==> config.mk <==
export PLATFORM = sky130hd
export DESIGN_NAME = pcm_frame_sync_search_core
export DESIGN_NICKNAME = d
export VERILOG_FILES = /design/src/rtl/pfss_pkg.sv /design/src/rtl/pcm_frame_sync_search_core.sv /design/src/rtl/pfss_match.sv
export SDC_FILE = /design/constraint.sdc
export NUM_CORES = 1
export LEC_CHECK = 0
export ABC_AREA = 0
export BUFFER_PORTS_ARGS = -buffer_cell sky130_fd_sc_hd__buf_4
export CORE_ASPECT_RATIO = 1.4
export CORE_MARGIN = 5
export CORE_UTILIZATION = 57
export CTS_CLUSTER_SIZE = 25
export DETAILED_ROUTE_END_ITERATION = 6
export MAX_ROUTING_LAYER = met4
export PLACE_DENSITY = 0.78
export SETUP_SLACK_MARGIN = 0.5
export SLEW_MARGIN = 15
export SYNTH_ARGS = -nofsm -noshare
export SYNTH_HDL_FRONTEND = slang
export SYNTH_HIERARCHICAL = 1
export SYNTH_SLANG_ARGS = --single-unit
export TNS_END_PERCENT = 10
==> constraint.sdc <==
create_clock -name clk -period 6.8 [get_ports clk]
set_input_delay 1.7 -clock clk [delete_from_list [all_inputs] [get_ports clk]]
set_output_delay 1.7 -clock clk [all_outputs]
set_load 0.05 [all_outputs]
==> src/rtl/pfss_pkg.sv <==
// ----------------------------------------------------------------------------
// pfss_pkg
// shared types and constants of the frame sync word search
// ----------------------------------------------------------------------------
package pfss_pkg;

  localparam int PATTERN_W   = 24;
  localparam int LIMIT_W     = 5;
  localparam int OFFSET_W    = 19;
  localparam int CFG_INDEX_W = 4;

  localparam logic [PATTERN_W-1:0] PATTERN_RESET = 24'hFAF320;
  localparam logic [LIMIT_W-1:0]   LIMIT_RESET   = 5'd1;

  localparam logic [CFG_INDEX_W-1:0] CFG_SYNC_PATTERN = 4'd0;
  localparam logic [CFG_INDEX_W-1:0] CFG_ERROR_LIMIT  = 4'd1;

  typedef struct packed {
    logic       hit;
    logic [2:0] sel;
  } pfss_match_t;

endpackage

==> src/rtl/pcm_frame_sync_search_core.sv <==
// ----------------------------------------------------------------------------
// pcm_frame_sync_search_core
// pipeline: two register stages, an accepted byte goes through the input
// register, then the window compare into the result register
// throughput: one byte per cycle (single window compare stage) unless out_ready stalls
// reset: synchronous, clears valids and buffer state, loads sync pattern
// 0xFAF320 and error limit 1
// ----------------------------------------------------------------------------
module pcm_frame_sync_search_core #(
  parameter int MAX_BYTES = 65536
) (
  input  logic                             clk,
  input  logic                             rst,
  input  logic                             in_valid,
  output logic                             in_ready,
  input  logic [7:0]                       data_byte,
  input  logic                             last_byte,
  output logic                             out_valid,
  input  logic                             out_ready,
  output logic                             found,
  output logic [pfss_pkg::OFFSET_W-1:0]    bit_offset,
  input  logic                             cfg_valid,
  output logic                             cfg_ready,
  input  logic [pfss_pkg::CFG_INDEX_W-1:0] cfg_index,
  input  logic [pfss_pkg::PATTERN_W-1:0]   cfg_data
);
  import pfss_pkg::*;

  localparam int IDX_W = $clog2(MAX_BYTES + 1);
  localparam int OFF_W = IDX_W + 3;
  localparam logic [IDX_W-1:0] MAX_IDX = IDX_W'(MAX_BYTES);

  logic [PATTERN_W-1:0] sync_pattern;
  logic [LIMIT_W-1:0]   error_limit;

  logic       s1_valid;
  logic [7:0] s1_data;
  logic       s1_last;
  logic       adv;
  logic       s1_fire;

  logic [PATTERN_W-1:0] window_bytes, window_bytes_next;
  logic [IDX_W-1:0]     byte_index, byte_index_next;
  logic                 search_done, search_done_next;

  logic                 in_range;
  pfss_match_t          match;
  logic [OFF_W-1:0]     off_full;
  logic [OFF_W+OFFSET_W-1:0] off_ext;

  logic                 out_valid_next;
  logic                 found_next;
  logic [OFFSET_W-1:0]  bit_offset_next;
  logic                 produce;

  assign cfg_ready = 1'b1;

  always_ff @(posedge clk) begin
    if (rst) begin
      sync_pattern <= PATTERN_RESET;
      error_limit  <= LIMIT_RESET;
    end else if (cfg_valid) begin
      case (cfg_index)
        CFG_SYNC_PATTERN: sync_pattern <= cfg_data;
        CFG_ERROR_LIMIT:  error_limit  <= cfg_data[LIMIT_W-1:0];
        default: ;
      endcase
    end
  end

  // input register
  assign adv      = !out_valid || out_ready;
  assign s1_fire  = s1_valid && adv;
  assign in_ready = !s1_valid || adv;

  always_ff @(posedge clk) begin
    if (rst) begin
      s1_valid <= 1'b0;
    end else if (in_ready) begin
      s1_valid <= in_valid;
    end
  end

  always_ff @(posedge clk) begin
    if (in_valid && in_ready) begin
      s1_data <= data_byte;
      s1_last <= last_byte;
    end
  end

  // window compare
  assign in_range = byte_index < MAX_IDX;

  pfss_match u_match (
    .window_bytes (window_bytes),
    .data_byte    (s1_data),
    .sync_pattern (sync_pattern),
    .error_limit  (error_limit),
    .enable       (in_range && (byte_index >= IDX_W'(3))),
    .result       (match)
  );

  assign off_full = {byte_index - IDX_W'(3), match.sel};
  assign off_ext  = {{OFFSET_W{1'b0}}, off_full};

  always_comb begin
    window_bytes_next = window_bytes;
    byte_index_next   = byte_index;
    search_done_next  = search_done;
    produce           = 1'b0;
    found_next        = 1'b0;
    bit_offset_next   = '0;
    if (s1_fire) begin
      if (search_done) begin
        if (s1_last) begin
          window_bytes_next = '0;
          byte_index_next   = '0;
          search_done_next  = 1'b0;
        end
      end else begin
        if (in_range) begin
          window_bytes_next = {window_bytes[15:0], s1_data};
          byte_index_next   = byte_index + IDX_W'(1);
        end
        if (match.hit) begin
          produce          = 1'b1;
          found_next       = 1'b1;
          bit_offset_next  = off_ext[OFFSET_W-1:0];
          search_done_next = 1'b1;
        end else if (s1_last) begin
          produce = 1'b1;
        end
        if (s1_last) begin
          window_bytes_next = '0;
          byte_index_next   = '0;
          search_done_next  = 1'b0;
        end
      end
    end
  end

  always_ff @(posedge clk) begin
    if (rst) begin
      window_bytes <= '0;
      byte_index   <= '0;
      search_done  <= 1'b0;
    end else begin
      window_bytes <= window_bytes_next;
      byte_index   <= byte_index_next;
      search_done  <= search_done_next;
    end
  end

  // result register
  always_comb begin
    out_valid_next = out_valid;
    if (s1_fire) begin
      out_valid_next = produce;
    end else if (out_ready) begin
      out_valid_next = 1'b0;
    end
  end

  always_ff @(posedge clk) begin
    if (rst) begin
      out_valid <= 1'b0;
    end else begin
      out_valid <= out_valid_next;
    end
  end

  always_ff @(posedge clk) begin
    if (s1_fire && produce) begin
      found      <= found_next;
      bit_offset <= bit_offset_next;
    end
  end

  a_nofind_zero : assert property (@(posedge clk) disable iff (rst)
    out_valid && !found |-> bit_offset == '0)
    else $error("not-found result with non-zero offset");

  a_done_index : assert property (@(posedge clk) disable iff (rst)
    search_done |-> byte_index >= IDX_W'(4))
    else $error("search done before a full window");

  a_index_sat : assert property (@(posedge clk) disable iff (rst)
    byte_index <= MAX_IDX)
    else $error("byte index beyond saturation");

  a_last_clears : assert property (@(posedge clk) disable iff (rst)
    s1_fire && s1_last |=> byte_index == '0 && !search_done && window_bytes == '0)
    else $error("buffer state not cleared after last byte");

endmodule

==> src/rtl/pfss_match.sv <==
// ----------------------------------------------------------------------------
// pfss_match
// eight parallel window compares with hamming distance limit, lowest
// bit offset wins
// ----------------------------------------------------------------------------
module pfss_match (
  input  logic [pfss_pkg::PATTERN_W-1:0] window_bytes,
  input  logic [7:0]                     data_byte,
  input  logic [pfss_pkg::PATTERN_W-1:0] sync_pattern,
  input  logic [pfss_pkg::LIMIT_W-1:0]   error_limit,
  input  logic                           enable,
  output pfss_pkg::pfss_match_t          result
);
  import pfss_pkg::*;

  logic [31:0]          word;
  logic [7:0]           close;
  logic [LIMIT_W-1:0]   diff_count [8];

  assign word = {window_bytes, data_byte};

  always_comb begin
    for (int b = 0; b < 8; b++) begin
      diff_count[b] = LIMIT_W'($countones(word[31-b -: PATTERN_W] ^ sync_pattern));
      close[b]      = (diff_count[b] <= error_limit);
    end
  end

  always_comb begin
    result.hit = enable && (close != 8'd0);
    result.sel = 3'd0;
    for (int b = 7; b >= 0; b--) begin
      if (close[b]) begin
        result.sel = 3'(b);
      end
    end
  end

endmodule
==> results.tsv <==
metric	value	unit
Layout area overhead	12.0	%
DRC Markers	0	
global-route wire length before repair	48.7	mm
GP Congestion	0.968	
number of flops mapped to enable cells by yosys	29	
Mapped Nets	1422	
Pleak	5.60	nW
core area	0.0197	mm2
# setup viols final	0	
VDD IR-drop max	0.290	mV
Hold Crit Class	flip-flop to flip-flop	
initial antenna violation count	0	
commonest non-fill, non-tap cell in the layout	xnor2_1	
ys async rst share	0	
sequential share of the synthesized area	0.207	
num rows	61	
# IOs	65	
Clk Latency, worst-skew pair	360	ps
Final period util	0.974	
Final Hold Vio Count	0	
htree depth	3	
First-pass DRT Iterations	5	
Pwr Density	361	mW/mm2
DR WL/cell	21.6	um
largest net degree at the start of global routing	40	
Yosys warnings	6	
overall routing resource usage	0.288	
Synth cell types	63	
setup_tns	0	ps
n_diodes	0	
final net count	1475	
via count	8667	
CTS tree	yes	
Synth Register Bits	102	
total power	4.56	mW
DR vias/cell	5.94	
CP Launch Type	flip-flop	
Worst EP arrival	6720	ps
Clock Skews	14.6	ps
CP required	6900	ps
max_cap viols	0	
Hold Buf Count CTS	0	
initial DRC count	569	
Mapped Cells	1149	
synthesized cell area	0.0113	mm2
layout cell share with drive strength beyond 1	0.150	
CP Capture Type	flip-flop	
syn_area_per_cell	9.82	um2
CTS root buffer	clkbuf_16	
Rel. slew slack	0.310	
final wirelength	31.5	mm
initial core utilization	0.573	
Die ar.	0.0228	mm2
Max Slew Vio Count	0	
crit-path max FO	9	
port bufs	63	
Setup CP Type	flip-flop to flip-flop	
hpwl dp	24.3	mm
worst slew pin tran	1030	ps
clock slew at reported path FFs	80	ps
most frequent cells in the layout	xnor2_1, inv_1, fa_1	
vias in the first global route	9399	
run status	completed	
clock tree buffer depth	2	
Die W	129	um
Final ANT Viol Nets	0	
RSZ-0062 raised after global routing	true	
Most used DFF post-synth	dfxtp_1	
total gr overflow	0	
Num CTS Buffers	9	
min Tclk post-route	6620	ps
clock sinks	102	
die height	176	um
max frequency	151	MHz
-- critical path, cell delays in order, from the launching register on --
cell and delay [ps]:
dfxtp_2 340, xor2_2 170, fa_1 530, inv_1 50, fa_1 480, inv_1 50, fa_1 480, ha_4 280
inv_2 40, fa_1 480, fa_1 500, fa_1 510, fa_2 190, inv_2 50, fa_2 380, a21o_1 170
a21oi_2 120, xor2_1 180, ha_1 270, mux2i_1 130, a21oi_2 180, a41oi_2 180, nand3_2 170, clkinv_2 150
o311ai_1 140, o41ai_2 130
-- layout make-up --
type / instances / area, um2
Timing Repair Buffer: 122 / 945
Multi-Input combinational cell: 817 / 8170
Inverter: 148 / 564
Fill cell: 1518 / 7050
Timing Repair inverter: 2 / 27.5
Tap cell: 252 / 315
Sequential cell: 102 / 2340
Clock buffer: 10 / 229
Clock inverter: 6 / 45.0
-- metal layers --
layer | vias up | wire [um] | global-route usage
li1 | 3811 | - | -
met2 | 438 | 16800 | 0.505
met1 | 4280 | 10800 | 0.302
met4 | 0 | 2120 | 0.175
met3 | 138 | 1830 | 0.0390
met5 | - | 0 | -
-- flip-flops by register name, indices dropped and copies added, names as in the netlist, 5 cells and up --
| signal | cells |
|---|---|
| bit_offset | 19 |
| error_limit | 5 |
| s1_data | 8 |
| sync_pattern | 24 |
| window_bytes | 24 |
| byte_index | 17 |
-- worst paths after layout --
check	start	to	slack [ps]	cells past startpoint
hold reg to reg	sync_pattern[11]	sync_pattern[11]	490	2
setup / recovery	window_bytes[3]	bit_offset[14]	180	25
hold / removal	sync_pattern[11]	sync_pattern[11]	490	2
setup reg to reg	window_bytes[3]	bit_offset[14]	180	25
-- through the flow --
stage | cells | hold WS, ps | worst slack [ps] | utilization | area, um2
final | 1459 | 490 | 177 | 0.642 | 12600
after CTS | 1448 | 491 | 219 | 0.635 | 12500
after detailed placement | 1424 | 477 | 77.1 | 0.616 | 12100
after global routing | 1459 | 528 | -64.2 | 0.642 | 12600
after floorplan | 1149 | 432 | 258 | - | 11400
after global placement | 1424 | 474 | 245 | 0.616 | 12100
-- what timing repair did --
action | 4_1_cts | 5_1_grt
pin swaps | 21 | 9
cloned | 2 | 0
endpoints found under the setup margin | 41 | 42
setup buffers | 6 | 11
resized for setup | 10 | 14
-- report_power, final --
group	internal (mW)	switching [mW]	leakage [nW]
registers	0.635	0.0204	0.876
clock network	0.252	0.257	0.129
logic	1.55	1.85	4.60
total	2.43	2.12	5.60
-- Yosys cell counts, types with 5 or more instances --
master	count	area, um2
or4_1	5	37.5
xnor2_1	170	1490
ha_1	96	1200
clkbuf_1	62	233
or3_1	6	37.5
mux2i_1	10	100
inv_1	147	552
fa_1	135	2700
a22o_1	21	184
o211ai_1	10	75.1
xor2_1	50	438
and2_1	9	56.3
dfxtp_1	73	1460
nand4_1	16	100
nand3b_1	14	105
buf_2	15	75.1
nand2b_1	9	56.3
nor2b_1	11	68.8
nand2_1	70	263
o21ai_0	12	60.1
a21o_1	16	120
edfxtp_1	29	871
nor2_1	30	113
a21oi_1	47	235
a31oi_1	10	62.6
nand3_1	16	80.1
-- cells by family (layout without fill, tap and decap cells) --
group,Yosys count,in the layout,synth area share
compound gates,144,144,0.0859
flops,102,102,0.207
other cells,1,1,0.000332
fa+ha+maj,231,231,0.346
simple gates,211,211,0.101
xor+xnor,220,220,0.171
mux,10,10,0.00887
buf+inv,230,288,0.0802
Note: power is estimated with default switching activity, not from simulation.
